===== src/hdl/ntps_pkg.sv =====
package ntps_pkg;

	// Magazine size and the widths that follow from it.
	localparam int POCKETS = 8;
	localparam int PIDX_W = (POCKETS > 1) ? $clog2(POCKETS) : 1;
	localparam int CNT_W = $clog2(POCKETS + 1);

	// Field widths.
	localparam int OP_W = 2;
	localparam int SLOT_W = 3;
	localparam int TOOL_W = 8;
	localparam int LIFE_W = 16;
	localparam int CFG_W = 4;
	localparam int POS_OUT_W = 3;
	localparam int STEP_W = 3;
	localparam int COST_W = 32;
	localparam int S_TDATA_W = 32;
	localparam int M_TDATA_W = 40;

	localparam int MIN_POCKETS = 2;

	typedef enum logic [OP_W-1:0] {
		OP_LOAD    = 2'd0,
		OP_REQUEST = 2'd1,
		OP_EOP     = 2'd2,
		OP_RESTART = 2'd3
	} op_t;

	// Control from the sequencer to the pocket store.
	typedef struct packed {
		logic              load_en;
		logic [PIDX_W-1:0] load_idx;
		logic [TOOL_W-1:0] load_tool;
		logic [LIFE_W-1:0] load_life;
		logic              mark_en;
		logic [PIDX_W-1:0] mark_idx;
		logic              wear_en;
		logic [PIDX_W-1:0] rd_idx;
	} store_ctl_t;

	// Result of the shared distance and compare unit.
	typedef struct packed {
		logic              better;
		logic [PIDX_W-1:0] gap;
	} cmp_res_t;

endpackage


===== src/hdl/ntps_pocket_store.sv =====
module ntps_pocket_store (
	input  logic                           clk,
	input  logic                           arst_n,
	input  ntps_pkg::store_ctl_t           ctl,
	output logic [ntps_pkg::TOOL_W-1:0]    rd_tool,
	output logic [ntps_pkg::LIFE_W-1:0]    rd_life
);

	logic [ntps_pkg::TOOL_W-1:0] tool_q [ntps_pkg::POCKETS];
	logic [ntps_pkg::LIFE_W-1:0] life_q [ntps_pkg::POCKETS];
	logic [ntps_pkg::POCKETS-1:0] mark_q;

	always_ff @(posedge clk or negedge arst_n) begin
		if (!arst_n) begin
			for (int i = 0; i < ntps_pkg::POCKETS; i++) begin
				tool_q[i] <= '0;
				life_q[i] <= '0;
			end
			mark_q <= '0;
		end else begin
			if (ctl.load_en) begin
				tool_q[ctl.load_idx] <= ctl.load_tool;
				life_q[ctl.load_idx] <= ctl.load_life;
			end
			if (ctl.mark_en) begin
				mark_q[ctl.mark_idx] <= 1'b1;
			end
			// One pocket per cycle loses a use if it was marked, then its mark clears.
			if (ctl.wear_en) begin
				if (mark_q[ctl.rd_idx] && (life_q[ctl.rd_idx] != '0)) begin
					life_q[ctl.rd_idx] <= life_q[ctl.rd_idx] - ntps_pkg::LIFE_W'(1);
				end
				mark_q[ctl.rd_idx] <= 1'b0;
			end
		end
	end

	assign rd_tool = tool_q[ctl.rd_idx];
	assign rd_life = life_q[ctl.rd_idx];

endmodule


===== src/hdl/ntps_dist_unit.sv =====
module ntps_dist_unit (
	input  logic [ntps_pkg::PIDX_W-1:0] pos,
	input  logic [ntps_pkg::PIDX_W-1:0] idx,
	input  logic [ntps_pkg::CNT_W-1:0]  n_act,
	input  logic [ntps_pkg::TOOL_W-1:0] cand_tool,
	input  logic [ntps_pkg::LIFE_W-1:0] cand_life,
	input  logic [ntps_pkg::TOOL_W-1:0] want_tool,
	input  logic                        have_best,
	input  logic [ntps_pkg::PIDX_W-1:0] best_dist,
	output ntps_pkg::cmp_res_t          res
);

	logic [ntps_pkg::PIDX_W-1:0] d;
	logic [ntps_pkg::CNT_W-1:0]  d_ext;
	logic [ntps_pkg::CNT_W-1:0]  wrap;
	logic                        usable;

	always_comb begin
		d     = (pos > idx) ? (pos - idx) : (idx - pos);
		d_ext = ntps_pkg::CNT_W'(d);
		wrap  = n_act - d_ext;
		// The wrapped way round counts only when the direct span lies on the circle.
		if ((d_ext < n_act) && (wrap < d_ext)) begin
			res.gap = ntps_pkg::PIDX_W'(wrap);
		end else begin
			res.gap = d;
		end
		usable     = (cand_tool == want_tool) && (cand_life != '0);
		res.better = usable && (!have_best || (res.gap < best_dist));
	end

endmodule


===== src/hdl/nearest_tool_pocket_selector_core.sv =====
// Nearest tool pocket selector. Every accepted word produces exactly one result word.
// A load word (tuser 0) writes a pocket's tool and life, a request word (tuser 1)
// scans pockets 0 to n-1, where n is pockets_in_use held between 2 and the
// magazine size, and picks the usable pocket holding the tool that lies nearest
// the current position around the circle, the lowest pocket winning a tie. A hit
// moves the position there, adds the distance to a saturating cost and marks the
// pocket used; a miss changes nothing and reports found low. An end-of-product word
// (tuser 2) takes one use off every marked pocket and clears the marks, and a
// restart word (tuser 3) zeroes position and cost. The block works on one word at
// a time with a single distance and compare unit stepped by a small sequencer:
// a request steps through the active pockets one at a time, an end of product
// wears every pocket of the magazine in turn, and load and restart go straight
// to the result stage. s_tready is high only while the sequencer is
// idle. The result sits in an output register, so a new word is accepted while an
// earlier result still waits on m_tready. Write pockets_in_use only while idle.
module nearest_tool_pocket_selector_core (
	input  logic                              clk,
	input  logic                              arst_n,
	input  logic                              s_tvalid,
	output logic                              s_tready,
	// pocket_slot [2:0], tool_id [10:3], life_value [26:11], zero above
	input  logic [ntps_pkg::S_TDATA_W-1:0]    s_tdata,
	// op [1:0]
	input  logic [ntps_pkg::OP_W-1:0]         s_tuser,
	output logic                              m_tvalid,
	input  logic                              m_tready,
	// chosen_pocket [2:0], step_distance [5:3], total_cost [37:6], zero above
	output logic [ntps_pkg::M_TDATA_W-1:0]    m_tdata,
	// found [0]
	output logic [0:0]                        m_tuser,
	input  logic                              cfg_wr_en,
	input  logic [ntps_pkg::CFG_W-1:0]        cfg_wr_data
);

	localparam int PW = ntps_pkg::PIDX_W;
	localparam int CW = ntps_pkg::CNT_W;

	// Sequencer states, one-hot.
	typedef enum logic [3:0] {
		ST_IDLE = 4'b0001,
		ST_SCAN = 4'b0010,
		ST_WEAR = 4'b0100,
		ST_DONE = 4'b1000
	} state_t;

	state_t                         state_q;
	logic [ntps_pkg::CFG_W-1:0]     cfg_q;
	logic [CW-1:0]                  n_act;
	logic [PW-1:0]                  idx_q;
	logic [PW-1:0]                  pos_q;
	logic [ntps_pkg::COST_W-1:0]    cost_q;
	logic [ntps_pkg::TOOL_W-1:0]    want_q;
	logic                           found_q;
	logic [PW-1:0]                  best_q;
	logic [PW-1:0]                  best_d_q;
	logic                           m_tvalid_q;
	logic [ntps_pkg::M_TDATA_W-1:0] m_tdata_q;
	logic                           m_found_q;

	ntps_pkg::store_ctl_t           ctl;
	ntps_pkg::cmp_res_t             cmp;
	logic [ntps_pkg::TOOL_W-1:0]    rd_tool;
	logic [ntps_pkg::LIFE_W-1:0]    rd_life;

	// Unpacked input fields.
	logic [ntps_pkg::SLOT_W-1:0]    in_slot;
	logic [ntps_pkg::TOOL_W-1:0]    in_tool;
	logic [ntps_pkg::LIFE_W-1:0]    in_life;
	ntps_pkg::op_t                  in_op;

	logic                           accept;
	logic                           out_free;
	logic                           done_fire;
	logic                           scan_last;
	logic                           wear_last;
	logic [ntps_pkg::COST_W:0]      cost_sum;
	logic [ntps_pkg::COST_W-1:0]    cost_next;
	logic [PW-1:0]                  pos_next;

	assign in_slot = s_tdata[ntps_pkg::SLOT_W-1:0];
	assign in_tool = s_tdata[ntps_pkg::SLOT_W +: ntps_pkg::TOOL_W];
	assign in_life = s_tdata[ntps_pkg::SLOT_W + ntps_pkg::TOOL_W +: ntps_pkg::LIFE_W];
	assign in_op   = ntps_pkg::op_t'(s_tuser);

	assign s_tready  = (state_q == ST_IDLE);
	assign accept    = s_tvalid && s_tready;
	assign out_free  = !m_tvalid_q || m_tready;
	assign done_fire = (state_q == ST_DONE) && out_free;

	// The active pocket count is the register held inside [2, magazine size].
	always_comb begin
		if (32'(cfg_q) < ntps_pkg::MIN_POCKETS) begin
			n_act = CW'(ntps_pkg::MIN_POCKETS);
		end else if (32'(cfg_q) > ntps_pkg::POCKETS) begin
			n_act = CW'(ntps_pkg::POCKETS);
		end else begin
			n_act = CW'(cfg_q);
		end
	end

	assign scan_last = ((CW'(idx_q) + CW'(1)) == n_act);
	assign wear_last = (idx_q == PW'(ntps_pkg::POCKETS - 1));

	// Saturating cost update and new position, applied only on a hit.
	assign cost_sum  = {1'b0, cost_q} + (ntps_pkg::COST_W + 1)'(best_d_q);
	assign cost_next = found_q ? (cost_sum[ntps_pkg::COST_W] ? '1 :
		cost_sum[ntps_pkg::COST_W-1:0]) : cost_q;
	assign pos_next  = found_q ? best_q : pos_q;

	always_comb begin
		ctl.load_en   = accept && (in_op == ntps_pkg::OP_LOAD) &&
			(32'(in_slot) < ntps_pkg::POCKETS);
		ctl.load_idx  = PW'(in_slot);
		ctl.load_tool = in_tool;
		ctl.load_life = in_life;
		ctl.mark_en   = (state_q == ST_DONE) && out_free && found_q;
		ctl.mark_idx  = best_q;
		ctl.wear_en   = (state_q == ST_WEAR);
		ctl.rd_idx    = idx_q;
	end

	ntps_pocket_store u_store (
		.clk     (clk),
		.arst_n  (arst_n),
		.ctl     (ctl),
		.rd_tool (rd_tool),
		.rd_life (rd_life)
	);

	ntps_dist_unit u_dist (
		.pos       (pos_q),
		.idx       (idx_q),
		.n_act     (n_act),
		.cand_tool (rd_tool),
		.cand_life (rd_life),
		.want_tool (want_q),
		.have_best (found_q),
		.best_dist (best_d_q),
		.res       (cmp)
	);

	always_ff @(posedge clk or negedge arst_n) begin
		if (!arst_n) begin
			cfg_q <= ntps_pkg::CFG_W'(8);
		end else if (cfg_wr_en) begin
			cfg_q <= cfg_wr_data;
		end
	end

	// Sequencer and machine state.
	always_ff @(posedge clk or negedge arst_n) begin
		if (!arst_n) begin
			state_q    <= ST_IDLE;
			idx_q      <= '0;
			pos_q      <= '0;
			cost_q     <= '0;
			found_q    <= 1'b0;
			best_q     <= '0;
			best_d_q   <= '0;
		end else begin
			unique case (state_q)
				ST_IDLE: begin
					if (accept) begin
						idx_q    <= '0;
						found_q  <= 1'b0;
						best_d_q <= '0;
						unique case (in_op)
							ntps_pkg::OP_REQUEST: state_q <= ST_SCAN;
							ntps_pkg::OP_EOP:     state_q <= ST_WEAR;
							ntps_pkg::OP_RESTART: begin
								pos_q   <= '0;
								cost_q  <= '0;
								state_q <= ST_DONE;
							end
							default: state_q <= ST_DONE;
						endcase
					end
				end
				ST_SCAN: begin
					if (cmp.better) begin
						found_q  <= 1'b1;
						best_q   <= idx_q;
						best_d_q <= cmp.gap;
					end
					idx_q <= idx_q + PW'(1);
					if (scan_last) begin
						state_q <= ST_DONE;
					end
				end
				ST_WEAR: begin
					idx_q <= idx_q + PW'(1);
					if (wear_last) begin
						state_q <= ST_DONE;
					end
				end
				ST_DONE: begin
					if (out_free) begin
						pos_q      <= pos_next;
						cost_q     <= cost_next;
						state_q    <= ST_IDLE;
					end
				end
				default: state_q <= ST_IDLE;
			endcase
		end
	end

	// The output word is registered when the sequencer finishes and stays offered until it is taken.
	always_ff @(posedge clk or negedge arst_n) begin
		if (!arst_n) begin
			m_tvalid_q <= 1'b0;
		end else if (done_fire) begin
			m_tvalid_q <= 1'b1;
		end else if (m_tready) begin
			m_tvalid_q <= 1'b0;
		end
	end

	// Payload registers of the output and the requested tool need no reset.
	always_ff @(posedge clk) begin
		if (accept) begin
			want_q <= in_tool;
		end
		if ((state_q == ST_DONE) && out_free) begin
			m_found_q <= found_q;
			m_tdata_q <= ntps_pkg::M_TDATA_W'({
				cost_next,
				ntps_pkg::STEP_W'(found_q ? best_d_q : '0),
				ntps_pkg::POS_OUT_W'(pos_next)
			});
		end
	end

	assign m_tvalid   = m_tvalid_q;
	assign m_tdata    = m_tdata_q;
	assign m_tuser[0] = m_found_q;

endmodule


===== config.mk =====
export PLATFORM = sky130hd
export DESIGN_NAME = nearest_tool_pocket_selector_core
export DESIGN_NICKNAME = d
export VERILOG_FILES = /design/src/hdl/ntps_pkg.sv /design/src/hdl/ntps_pocket_store.sv /design/src/hdl/ntps_dist_unit.sv /design/src/hdl/nearest_tool_pocket_selector_core.sv
export SDC_FILE = /design/constraint.sdc
export NUM_CORES = 1
export LEC_CHECK = 0
export BUFFER_PORTS_ARGS = -buffer_cell sky130_fd_sc_hd__buf_2
export CAP_MARGIN = 25
export CORE_MARGIN = 2
export CORE_UTILIZATION = 60
export DETAILED_ROUTE_END_ITERATION = 10
export GPL_TIMING_DRIVEN = 1
export PLACE_DENSITY = 0.82
export SYNTH_ARGS = -nofsm -noshare
export SYNTH_HDL_FRONTEND = slang
export SYNTH_SLANG_ARGS = --single-unit

===== constraint.sdc =====
create_clock -name clk -period 16.4 [get_ports clk]
set_clock_uncertainty 0.05 [all_clocks]
set_input_delay 2.46 -clock clk [delete_from_list [all_inputs] [get_ports clk]]
set_output_delay 2.46 -clock clk [all_outputs]
set_load 0.01 [all_outputs]

Word-level counts from Yosys, hierarchy flattened:

Cells that the tools add are included.

* register bits after elaboration: 301
* latch bits: 0
* memory bits (writable): 0
* bits in read-only memories: 0
* input port bits: 43
* memories kept: 0

* $add $sub $neg: 7
* multipliers: 0
* divide/modulo/power cells: 0
* $lt $le $gt $ge: 14
* eq/ne operators: 16
* shifts and indexed selects: 0
* multiplexer cells: 56
* bitwise logic cells: 5
* reduce and logical (&&, ||, !) cells: 28

Operator list (number)
* 128-bit 2-to-1 mux: 3
* 128-bit bitwise mux: 2
* 32-bit 2-to-1 mux: 5
* 16-bit demux with 3-bit select: 2
* 64-bit bitwise mux: 1
* 16-bit 2-to-1 mux: 4
* 32-bit case mux with 2 select lines: 1
* 16-bit binary-select mux with 3-bit select: 1
* 8-bit 2-to-1 mux: 5
* 32-bit by 3-bit adder with 33-bit output: 1
* 8-bit binary-select mux with 3-bit select: 1
* 8-bit demux with 3-bit select: 1
* 3-bit 2-to-1 mux: 8
* 4-bit 2-to-1 mux: 6
* 3-bit case mux with 2 select lines: 3
* 4-bit case mux with 4 select lines: 1
* 16-bit nonzero test: 1
* 16-bit by 1-bit subtractor with 16-bit output (second input constant): 1
* 1-bit logical AND: 12
* 8-bit bitwise AND: 1
* 8-bit equality test: 1
* 4-bit greater-or-equal comparator (second input constant): 2
* 3-bit by 4-bit less-than comparator with 1-bit output (second input constant): 2
* 4-bit by 1-bit less-than comparator with 1-bit output (second input constant): 2
* other kinds (37): 59

Longest topological paths before layout:

Gate-level depths: netlist of run 1.

* depth in word-level cells: 12
* depth in mapped cells: 26
* mapped depth without buffers: 22

Cells and area by module:

Synthesis of run 1 repeated with hierarchy kept, for this count alone.

* cells, all modules: 1435
* area total of the unflattened synthesis: 16852.4 µm²

By module, submodules not included
* ntps_pocket_store: instances 1, cells each 845, area each 10830.4 µm²
* nearest_tool_pocket_selector_core: instances 1, cells each 496, area each 5262.5 µm²
* ntps_dist_unit: instances 1, cells each 94, area each 759.5 µm²

Worst setup path after synthesis of run 1:

No wires, ideal clock.

* path type: reg2reg
* start: register idx_q[1]
* end: register best_d_q[2]
* setup time: 0.127 ns
* arrival time: 5.535 ns
* data required time: 16.223 ns
* path slack: 10.687 ns
* stages on the path, launching flop included: 25
* path buffers: 4
* period minus slack after synthesis: 5.713 ns
* path through: dfrtp_1 > buf_2 > buf_2 > buf_2 > buf_2 > inv_1 > fa_1 > nor4bb_1 > a31o_2 > a22o_1 > inv_1 > fa_1 > inv_1 > ha_1 > nor2b_1 > o21ai_0 > o2111a_1 > mux2i_1 > ha_1 > a21o_1 > a21oi_1 > nand3_1 > nor4_2 > o21ai_2 > mux2_1

* word-level cells in the longest chain between the ends: 11
* elaborated cells between the ends (all ways): 26
* those cells by class: 3 x add/sub; 4 x order compare; 2 x eq/ne; 10 x mux; 1 x bitwise; 6 x reduce/logical

RTL lines
* from (decl): line nearest_tool_pocket_selector_core.sv:49 `logic [PW-1:0] idx_q;`
* from (signal assigned): line nearest_tool_pocket_selector_core.sv:185 `idx_q <= idx_q + PW'(1);`
* from (signal assigned): line nearest_tool_pocket_selector_core.sv:191 `idx_q <= idx_q + PW'(1);`
* 3-bit subtractor / 3-bit > comparator (equally long branches): line ntps_dist_unit.sv:19 `d = (pos > idx) ? (pos - idx) : (idx - pos);`
* 3-bit 2-to-1 mux: line ntps_dist_unit.sv:19
* 4-bit by 3-bit subtractor with 4-bit output: line ntps_dist_unit.sv:21 `wrap = n_act - d_ext;`
* 4-bit by 3-bit less-than comparator with 1-bit output: line ntps_dist_unit.sv:23 `if ((d_ext < n_act) && (wrap < d_ext)) begin`
* 1-bit logical AND: line ntps_dist_unit.sv:23
* 3-bit 2-to-1 mux: line ntps_dist_unit.sv:23
* 3-bit less-than comparator: line ntps_dist_unit.sv:29 `res.better = usable && (!have_best || (res.gap < best_dist));`
* 1-bit logical OR: line ntps_dist_unit.sv:29
* 1-bit logical AND: line ntps_dist_unit.sv:29
* 2-bit != test (no source line)
* 3-bit AND reduction (no source line)
* to (signal assigned): line nearest_tool_pocket_selector_core.sv:183 `best_d_q <= cmp.gap;`
* to (decl): line nearest_tool_pocket_selector_core.sv:55 `logic [PW-1:0] best_d_q;`

Parallel ways exist; a longest one is shown, timed or not. The select of a mux whose other input is x is not followed.
A chain may end at the register's enable or synchronous reset.

Worst setup path in the final report of run 1:

* start: register idx_q[0]
* end: register best_d_q[2]

Same word-level chain as after synthesis.

==> results of run 1 <==
[cell families (layout without fill, tap and decap cells)]
family | Yosys count | in the layout | synth area share
AO/OA/AOI/OAI | 173 | 173 | 0.06959
multiplexers | 411 | 411 | 0.2823
XOR/XNOR | 48 | 48 | 0.02684
AND/OR/NAND/NOR | 292 | 292 | 0.08718
buffers and inverters | 131 | 204 | 0.04003
flip-flops | 301 | 301 | 0.4708
adder cells (fa/ha/maj) | 28 | 28 | 0.02305
other | 1 | 4 | 0.0002272
[worst paths after layout]
kind                                   start                   to  slack [ps]  depth (start not counted)
max                                 idx_q[0]          best_d_q[2]        9780                         22
min                        u_store.mark_q[3]    u_store.mark_q[3]         440                          1
max reg2reg                         idx_q[0]          best_d_q[2]        9780                         22
min reg2reg                u_store.mark_q[3]    u_store.mark_q[3]         440                          1
max in group asynchronous             arst_n   u_store.life_q[59]       13120                          2
min in group asynchronous             arst_n  u_store.life_q[126]        1890                          1
[registers in the layout, summed over array words and instances (netlist names)]
| register | count |
|---|---|
| m_tuser | 1 |
| u_store.mark_q | 8 |
| m_tdata | 38 |
| state_q | 4 |
| want_q | 8 |
| best_q | 3 |
| m_tvalid | 1 |
| found_q | 1 |
| idx_q | 3 |
| cfg_q | 4 |
| pos_q | 3 |
| cost_q | 32 |
| u_store.life_q | 128 |
| best_d_q | 3 |
| u_store.tool_q | 64 |
[power by group through the flow]
stage	sequential, mW	combinational [mW]	clock [mW]
CTS	1.07	1.09	0.758
global placement	1.07	1.04	0
finish	1.08	1.10	0.749
detailed placement	1.08	1.08	0
floorplan	1.04	0.844	0
global route	1.10	1.20	0.786
[synth_stat cells (5+ instances only)]
| library cell | n | area [µm²] |
|---|---|---|
| a21o_1 | 7 | 52.55 |
| a21oi_1 | 26 | 130.1 |
| a221oi_1 | 6 | 52.55 |
| a22o_1 | 23 | 201.4 |
| a31oi_1 | 12 | 75.07 |
| and2_1 | 12 | 75.07 |
| and3_1 | 20 | 125.1 |
| and4_1 | 6 | 52.55 |
| buf_1 | 21 | 78.83 |
| buf_2 | 6 | 30.03 |
| buf_4 | 9 | 67.56 |
| buf_6 | 17 | 191.4 |
| clkbuf_1 | 39 | 146.4 |
| dfrtp_1 | 252 | 6306 |
| edfxtp_1 | 47 | 1411 |
| ha_1 | 24 | 300.3 |
| inv_1 | 38 | 142.6 |
| mux2_2 | 82 | 923.4 |
| mux2i_1 | 292 | 2923 |
| mux4_2 | 35 | 788.3 |
| nand2_1 | 105 | 394.1 |
| nand2b_1 | 6 | 37.54 |
| nand3_1 | 15 | 75.07 |
| nand4_1 | 7 | 43.79 |
| nor2_1 | 63 | 236.5 |
| nor2b_1 | 10 | 62.56 |
| nor3_1 | 24 | 120.1 |
| o21ai_0 | 53 | 265.3 |
| o22a_1 | 7 | 61.31 |
| o22ai_1 | 9 | 56.30 |
| o31ai_1 | 5 | 37.54 |
| xnor2_1 | 31 | 271.5 |
| xor2_1 | 14 | 122.6 |
[layout make-up]
class | instances | share of cell area
clock buffer | 41 | 0.04771
multi-input combinational | 954 | 0.4440
sequential | 301 | 0.4247
timing repair buffer | 107 | 0.03978
inverter | 39 | 0.007997
antenna | 2 | 0.0002734
tap | 341 | 0.02331
clock inverter | 17 | 0.01223
[through the flow]
stage	util	worst slack (ps)
final	0.6792	9782
after global routing	0.6792	9359
after CTS	0.6791	9833
after detailed placement	0.6383	9869
after global placement	0.6323	9967
after floorplan	-	10690
[placed cells by master (no fill, tap or decap), drive strengths merged, types with 6 or more instances in the layout]
cell type  count
ha            24
inv           41
a31oi         12
mux4          35
mux2          83
a21oi         26
and3          20
nand3         15
o22ai          9
a21o           7
mux2i        293
nor2          63
and2          12
a22o          23
o21ai         55
and4           6
a221oi         6
xor2          17
xnor2         31
dfrtp        252
edfxtp        47
nand4          7
nor3          26
clkinv         8
clkbuf        41
buf          107
nor2b         10
o22a           7
nand2        105
nand2b         6
[layer usage]
layer / global-route usage / vias to the layer above / wire, µm
met2: 0.4438 / 476 / 18740
met5: 0 / - / 26
met4: 0.09959 / 4 / 1441
li1: - / 5153 / -
met3: 0.05186 / 118 / 2798
met1: 0.3826 / 5849 / 16770
==> metrics.txt, run 1 <==
status finished, final reports clean; final WL ~40000 µm; critical-path maximum fanout 49; hpwl dp 25070 µm; Post-synth EDFFs between 40 and 50; worst-margin pin slew 971.2 ps; post-synthesis sequential area ratio 0.4708; Resized Gates After CTS 0; Yosys warning count 0; hold_ws between 400 and 500 ps; vias around 12000; Pre-antenna DRT Iters 5; Worst EP arrival around 7000 ps; fraction of registers with async set/reset 0.8439; Detail Route Antenna Nets 0; Top Ports 86; Die Y roughly 170 µm; multi-input logic area between 8000 and 9000 µm²; worst-case clock buffer depth 3; clock-pin slew on the worst setup and hold paths around 70 ps; CP max stage delay between 900 and 1000 ps; hold crit path type reg2reg; period utilisation layout 0.4035; Combinational Power Share 0.375; chip width roughly 170 µm; placed cells between 1500 and 2000; Synth cell types 69; sw power between 1 and 1.5 mW; Setup Buffers After CTS 0; Final GP Congestion between 0.8 and 0.9; Net count, final around 1500; Starting DRT DRC Count approximately 1100; CP cell instances inv_1 > ha_1 > inv_1 > fa_1 > nand2_1 > a31o_2 > a22o_1 > inv_1 > fa_1 > inv_1 > ha_1 > nor2b_1 > o21ai_0 > o2111a_1 > mux2i_1 > ha_1 > a21o_1 > a21oi_1 > nand3_1 > nor4_2 > o21ai_2 > mux2_1; most used flip-flop cell after synthesis dfrtp_1; global-route wire length before repair about 63000 µm; initial core utilization 0.6124; critical path's top delay family adder cells; Root Driver clkbuf_16; WS Path Type reg2reg; Clk Latency, worst-skew pair about 570 ps; layout cells sized above 1 0.2097; Critical Path Most Common Cell inv_1; total die area 28850 µm²; dpl cell area ~17000 µm²; pwr dens approximately 160 nW/µm²; Non-Filler Instances 1802; min Tclk post-route 6618 ps; Hold-fix buffers, CTS 0; post-synthesis area per instance ~12 µm²; Cells after Synth between 1000 and 1500; startpoint types flop; Area Growth Syn to Fin 10.92%; number of CTS-inserted buffers 31; num rows 60; FF+latch area around 8000 µm²; Clk pwr share 0.256; total of max-cap violations 0; Synth Register Bits around 300; fmax ~0.15 GHz; port bufs ~80; largest net degree at the start of global routing 97; Cell Area, Synth about 17000 µm²; Final Max Slew Viols 0; Int Pwr 1.865 mW; final hold viol count 0; RSZ-0062 raised after global routing no; Max-slew headroom 0.3512; critical path required time between 15000 and 20000 ps; vias in the first global route around 12000; CTS tree yes; Fillers 1919; overall routing resource usage 0.2773; total grt overflow 0; part of the power in registers 0.369; VDD IR-drop max a little over 0.0001 V; initial antenna violation count 4; Setup TNS 0 ps; via density per instance between 6 and 7; P_leak ~7.8 nW; setup violators final 0; clock sinks 301; routed wire length per instance 22.07 µm; cell type of the slowest stage on the worst timing path dfrtp_4; Sw Ratio 0.3624; CP Buf/Inv Count 4; DRC 0; design area ~18000 µm²; total power 2.925 mW; CP Capture Type flop; core area between 20000 and 30000 µm²; CTS H-tree depth 1
Note: power is estimated with default switching activity, not from simulation.
==> run 2, diff against run 1 <==
Clock period 16.4 ns to 6.92 ns, I/O delays scaled along.
==> run 2 against run 1 <==
  * Highest routed layer unchanged
  * Die area unchanged
  * Cell count about the same
  * Count of clock-buffer cells in the layout grew 3
  * Critical path depth stayed put
  * Clock power rose to 2.5 times the previous value
  * Register-to-register slack got worse by 8900 ps
  * Hold slack worse by 3.0 ps
  * Power rose by 140%
  * Design area increased by 0.59%
==> metrics.txt, run 2 (same netlist as run 1, synthesis figures left out) <==
CTS H-tree depth 2 (+1); DRC 0 (unchanged); CTS tree yes; fmax 0.1670 GHz (+11%); hold crit path type reg2reg; R2R Setup Slk 930 ps (-8850 ps); Pre-antenna DRT Iters 8 (+3); most frequent cells in the layout mux2i_1 (292), dfrtp_1 (250), nand2_1 (105); Hold-fix buffers, CTS 0 (unchanged); vias in the first global route 11720 (+0.12%); critical path's top delay family adder cells; Non-Filler Instances 1803 (+0.055%); Setup TNS 0 ps (unchanged); setup violators final 0 (unchanged); Final GP Congestion 0.8724 (+0.87%); routed wire length on met2 19370 µm (+3.4%); vias 11640 (+0.33%); final worst slack 931.9 ps (-8850 ps); critical-path maximum fanout 31 (-37%); min Tclk post-route 5988 ps (-629.5 ps); CP Capture Type flop; period utilisation layout 0.8653 (+0.4618); clock sinks 301 (unchanged); critical path required time 7260 ps (-9520 ps); WS Path Type reg2reg; Max-slew headroom 0.2710 (-0.08017); CP max stage delay 760 ps (-220 ps); Critical Path Most Common Cell inv_1; total of max-cap violations 0 (unchanged); largest net degree at the start of global routing 129 (+33%); via density per instance 6.455 (+0.27%); worst-case clock buffer depth 3 (unchanged); P_leak 7.830 nW (+0.51%); uppermost routed layer met5; final hold viol count 0 (unchanged); Worst R2R Start idx_q[0]; register with the most flip-flops u_store.life_q; layout cells sized above 1 0.2108 (+0.001082); Die Y 169.9 µm (unchanged); Final Max Slew Viols 0 (unchanged); Clk Latency, worst-skew pair 520 ps (-50 ps); Reg2Reg Depth 22 (unchanged); cell type of the slowest stage on the worst timing path dfrtp_4; pwr dens 385.7 nW/µm² (+140%); Detail Route Antenna Nets 0 (unchanged); startpoint types flop; total grt overflow 0 (unchanged); initial core utilization 0.6124 (unchanged); initial antenna violation count 3 (-1); Setup Buffers After CTS 0 (unchanged); port bufs 78 (unchanged); Worst EP arrival 6320 ps (-680 ps); Net count, final 1508 (+0.20%); clock-pin slew on the worst setup and hold paths 60 ps (about the same); Critical Path Stages 22 (unchanged); Reg2Reg Capture Point best_d_q[2]; routed wire length per instance 22.37 µm (+1.3%); Top Ports 86 (unchanged); global-route wire length before repair 64370 µm (+2.3%); hpwl dp 25590 µm (+2.1%); placed cells 1739 (-0.17%); commonest non-fill, non-tap cell in the layout mux2i_1; final WL 40330 µm (+1.4%); overall routing resource usage 0.2855 (+0.008184); RSZ-0062 raised after global routing no; Starting DRT DRC Count 1318 (+24%); WL met3 3073 µm (+9.8%); num rows 60 (unchanged); Resized Gates After CTS 0 (unchanged); HP Start u_store.mark_q[3]; total die area 28850 µm² (unchanged); worst hold path depth 1 (unchanged); CP Buf/Inv Count 4 (unchanged); M1 WL 16760 µm (about the same); Root Driver clkbuf_16; Area Growth Syn to Fin 11.57%; pre-CTS WS 974.2 ps (-8895 ps); core area 26950 µm² (unchanged); number of CTS-inserted buffers 34 (+9.7%); CP cell instances inv_1 > ha_1 > inv_1 > fa_1 > nand2_1 > a31o_2 > a22o_1 > inv_1 > fa_1 > inv_1 > ha_1 > nor2b_1 > o21ai_0 > o2111a_1 > mux2i_1 > ha_1 > a21o_1 > a21oi_1 > nand3_1 > nor4_2 > o21ai_2 > mux2_1; worst-margin pin slew 1093 ps (+122.3 ps); VDD IR-drop max 0.0002677 V (+160%); number of flip-flops in the largest register 128 (unchanged); status finished, final reports clean; chip width 169.9 µm (unchanged); Hold EP u_store.mark_q[3]
run 2: cell types whose count changed in the layout (fill, tap and decap cells not counted), moves of 2 or more:
| cell | previous run | this run |
|---|---|---|
| buf_12 | 4 | 1 |
| buf_16 | 3 | 6 |
| clkbuf_16 | 31 | 35 |
| clkbuf_8 | 6 | 4 |
| clkinv_2 | 7 | 4 |
| clkinv_4 | 0 | 2 |
run 2: how the worst max path moves through the flow:
stage / startpoint / to / slack, ps
6_report: idx_q[0] / best_d_q[2] / 930
4_1_cts: idx_q[0] / best_d_q[2] / 920
3_5_place_dp: idx_q[0] / best_d_q[2] / 970
5_1_grt: idx_q[0] / best_d_q[2] / 520
2_1_floorplan: idx_q[1] / best_d_q[2] / 1210
3_3_place_gp: idx_q[0] / best_d_q[2] / 1120
run 2: power by group:
group          internal, mW  leakage, nW  switching, mW
Combinational          1.11         3.43           1.55
Clock                  1.16        0.570          0.740
Sequential             2.24         3.83          0.294
Total                  4.51         7.83           2.59
run 2: per-layer routing:
| metal | global-route usage | vias up |
|---|---|---|
| met1 | 0.3932 | 5851 |
| met4 | 0.08956 | 4 |
| met2 | 0.4626 | 525 |
| met5 | 0 | - |
| met3 | 0.05488 | 114 |
| li1 | - | 5144 |
run 2: metrics by stage:
step | hold slack (ps) | util | power, mW | instance area, µm²
floorplan | 401.7 | - | 4.460 | 16510
global placement | 413.7 | 0.6320 | 5.007 | 17030
detailed placement | 419.0 | 0.6371 | 5.152 | 17170
CTS | 432.9 | 0.6808 | 7.073 | 18350
global route | 456.9 | 0.6832 | 7.461 | 18410
finish | 433.9 | 0.6832 | 7.101 | 18410
run 2: worst reg2reg max path, stage by stage, from the launching register on:
cell and delay (ps):
dfrtp_4 760, inv_1 330, ha_1 260, inv_1 70, fa_1 450, nand2_1 80
a31o_2 150, a22o_1 240, inv_1 140, fa_1 600, inv_1 60, ha_1 260
nor2b_1 120, o21ai_0 160, o2111a_1 340, mux2i_1 270, ha_1 280, a21o_1 180
a21oi_1 140, nand3_1 100, nor4_2 310, o21ai_2 200, mux2_1 340
run 2: layout make-up:
class | count | area, µm²
timing repair buffer | 107 | 758.2
tap | 341 | 426.7
clock buffer | 44 | 949.7
antenna | 1 | 2.502
multi-input combinational | 954 | 8128
clock inverter | 16 | 227.7
sequential | 301 | 7775
fill | 1865 | 8537
inverter | 39 | 146.4
==> run 3, diff against run 2 <==
Settings changed: CORE_ASPECT_RATIO from default to 1.75.
Clock period 6.92 ns to 6.2 ns, I/O delays scaled along.
==> run 3 against run 2 <==
  * Via count shrank 1.3%
  * Sequential share of layout area grew 0.61 points
  * Register-to-register slack lost 550 ps
  * Clock power shrank 11%
  * First-iteration DRC count shrank 37%
  * Worst setup slack lost 550 ps
  * Power grew 5.5%
  * Combinational power grew 13%
  * Hold slack lost 180 ps
  * Count of clock-buffer cells in the layout shrank 8
==> metrics.txt, run 3 (same netlist as run 1, synthesis figures left out) <==
CP cell instances ha_1 > inv_1 > fa_1 > nor4bb_1 > a31o_2 > a22o_1 > inv_1 > fa_1 > inv_1 > ha_1 > nor2b_1 > o21ai_0 > o2111a_1 > mux2i_1 > ha_1 > a21o_1 > a21oi_1 > nand3_1 > nor4_2 > o21ai_2 > mux2_1; Reg2Reg Capture Point best_d_q[2]; total power 7.493 mW (+5.5%); vias in the first global route 11990 (+2.3%); dpl cell area 17120 µm² (-0.29%); Worst EP arrival 6210 ps (-110 ps); setup violators final 0 (unchanged); Setup TNS 0 ps (unchanged); Max-slew headroom 0.3243 (+0.05329); startpoint types flop; design area 18150 µm² (-1.4%); chip width 129.4 µm (-24%); vias 11480 (-1.3%); total grt overflow 0 (unchanged); CTS tree yes; CP max stage delay 580 ps (-180 ps); critical-path maximum fanout 7 (-77%); VDD IR-drop max 0.0003188 V (+19%); global-route wire length before repair 63610 µm (-1.2%); routed wire length per instance 21.97 µm (-1.8%); CP Capture Type flop; commonest non-fill, non-tap cell in the layout mux2i_1; period utilisation layout 0.9386 (+0.07329); Fillers 1982 (+6.3%); Worst R2R Start idx_q[0]; Hold-fix buffers, CTS 0 (unchanged); worst-margin pin slew 1011 ps (-82.76 ps); Final Max Slew Viols 0 (unchanged); core area 27130 µm² (+0.65%); min Tclk post-route 5819 ps (-168.7 ps); Clk Latency, worst-skew pair 560 ps (+40 ps); overall routing resource usage 0.2811 (-0.004422); Pre-antenna DRT Iters 6 (-2); Setup Buffers After CTS 0 (unchanged); final hold viol count 0 (unchanged); Detail Route Antenna Nets 0 (unchanged); Starting DRT DRC Count 831 (-37%); number of CTS-inserted buffers 28 (-18%); Die Y 223.4 µm (+32%); WS Path Type reg2reg; layout cells sized above 1 0.2018 (-0.009024); R2R Setup Slk 380 ps (-550 ps); CP Buf/Inv Count 3 (-1); CTS H-tree depth 1 (-1); Root Driver clkbuf_16; register with the most flip-flops u_store.life_q; critical path required time 6590 ps (-670 ps); Top Ports 86 (unchanged); Net count, final 1501 (-0.46%); num rows 80 (+33%); worst-case clock buffer depth 3 (unchanged); via density per instance 6.300 (-2.4%); Final GP Congestion 0.9241 (+5.9%); cell type of the slowest stage on the worst timing path fa_1; port bufs 78 (unchanged); clock sinks 301 (unchanged); fmax 0.1718 GHz (+2.9%); number of flip-flops in the largest register 128 (unchanged); most frequent cells in the layout mux2i_1 (292), dfrtp_1 (250), nand2_1 (105); hold crit path type in2async; Resized Gates After CTS 0 (unchanged); total of max-cap violations 0 (unchanged); initial core utilization 0.6084 (-0.003955); status finished, final reports clean; DRC 0 (unchanged); total die area 28900 µm² (+0.18%); initial antenna violation count 2 (-1); RSZ-0062 raised after global routing no; Reg2Reg Depth 21 (-4.5%); largest net degree at the start of global routing 123 (-4.7%); P_leak 7.692 nW (-1.8%); pre-CTS WS 489.7 ps (-484.5 ps); critical path's top delay family adder cells; hpwl dp 26390 µm (+3.1%); pwr dens 412.8 nW/µm² (+7.0%); final WL 40060 µm (-0.66%); hold_ws 256.3 ps (-177.6 ps); clock-pin slew on the worst setup and hold paths 70 ps (about the same); Area Growth Syn to Fin 9.992%; final worst slack 380.5 ps (-551.3 ps)
[run 3: worst max-delay path by stage]
stage,start,endpoint,slack [ps],depth (start not counted)
5_1_grt,pos_q[0],best_d_q[2],110,22
3_5_place_dp,idx_q[0],best_d_q[2],490,21
2_1_floorplan,idx_q[1],best_d_q[2],490,24
3_3_place_gp,idx_q[0],best_d_q[2],740,22
6_report,idx_q[0],best_d_q[2],380,21
4_1_cts,idx_q[0],best_d_q[2],470,21
[run 3: metal layers]
layer,routed length (µm),GRT usage,vias to the layer above
met1,15000,0.3293,5771
met5,0,0,-
li1,-,-,5126
met4,2266,0.1536,0
met2,20850,0.4941,441
met3,1939,0.03429,146
[run 3: through the flow]
step,utilization,instances
2_1_floorplan,-,1386
3_3_place_gp,0.6294,1761
3_5_place_dp,0.6312,1763
4_1_cts,0.6643,1815
5_1_grt,0.6692,1823
6_report,0.6692,1823
[run 3: report_power, final]
part           leakage [nW]  internal (mW)  switching (mW)  total, mW
Clock                 0.442          0.944           0.755       1.70
Combinational          3.42           1.24            1.77       3.00
Sequential             3.83           2.50           0.289       2.79
[run 3: final cells by class]
| cell class | instances | area, µm² | share of cell area |
|---|---|---|---|
| diodes | 2 | 5.005 | 0.0002757 |
| clock buffers | 36 | 793.3 | 0.04370 |
| clock inverters | 16 | 106.4 | 0.005858 |
| inverters | 39 | 146.4 | 0.008064 |
| multi-input cells | 954 | 8128 | 0.4477 |
| flip-flops and latches | 301 | 7775 | 0.4283 |
| well taps | 369 | 461.7 | 0.02543 |
| repair buffers | 106 | 738.2 | 0.04066 |
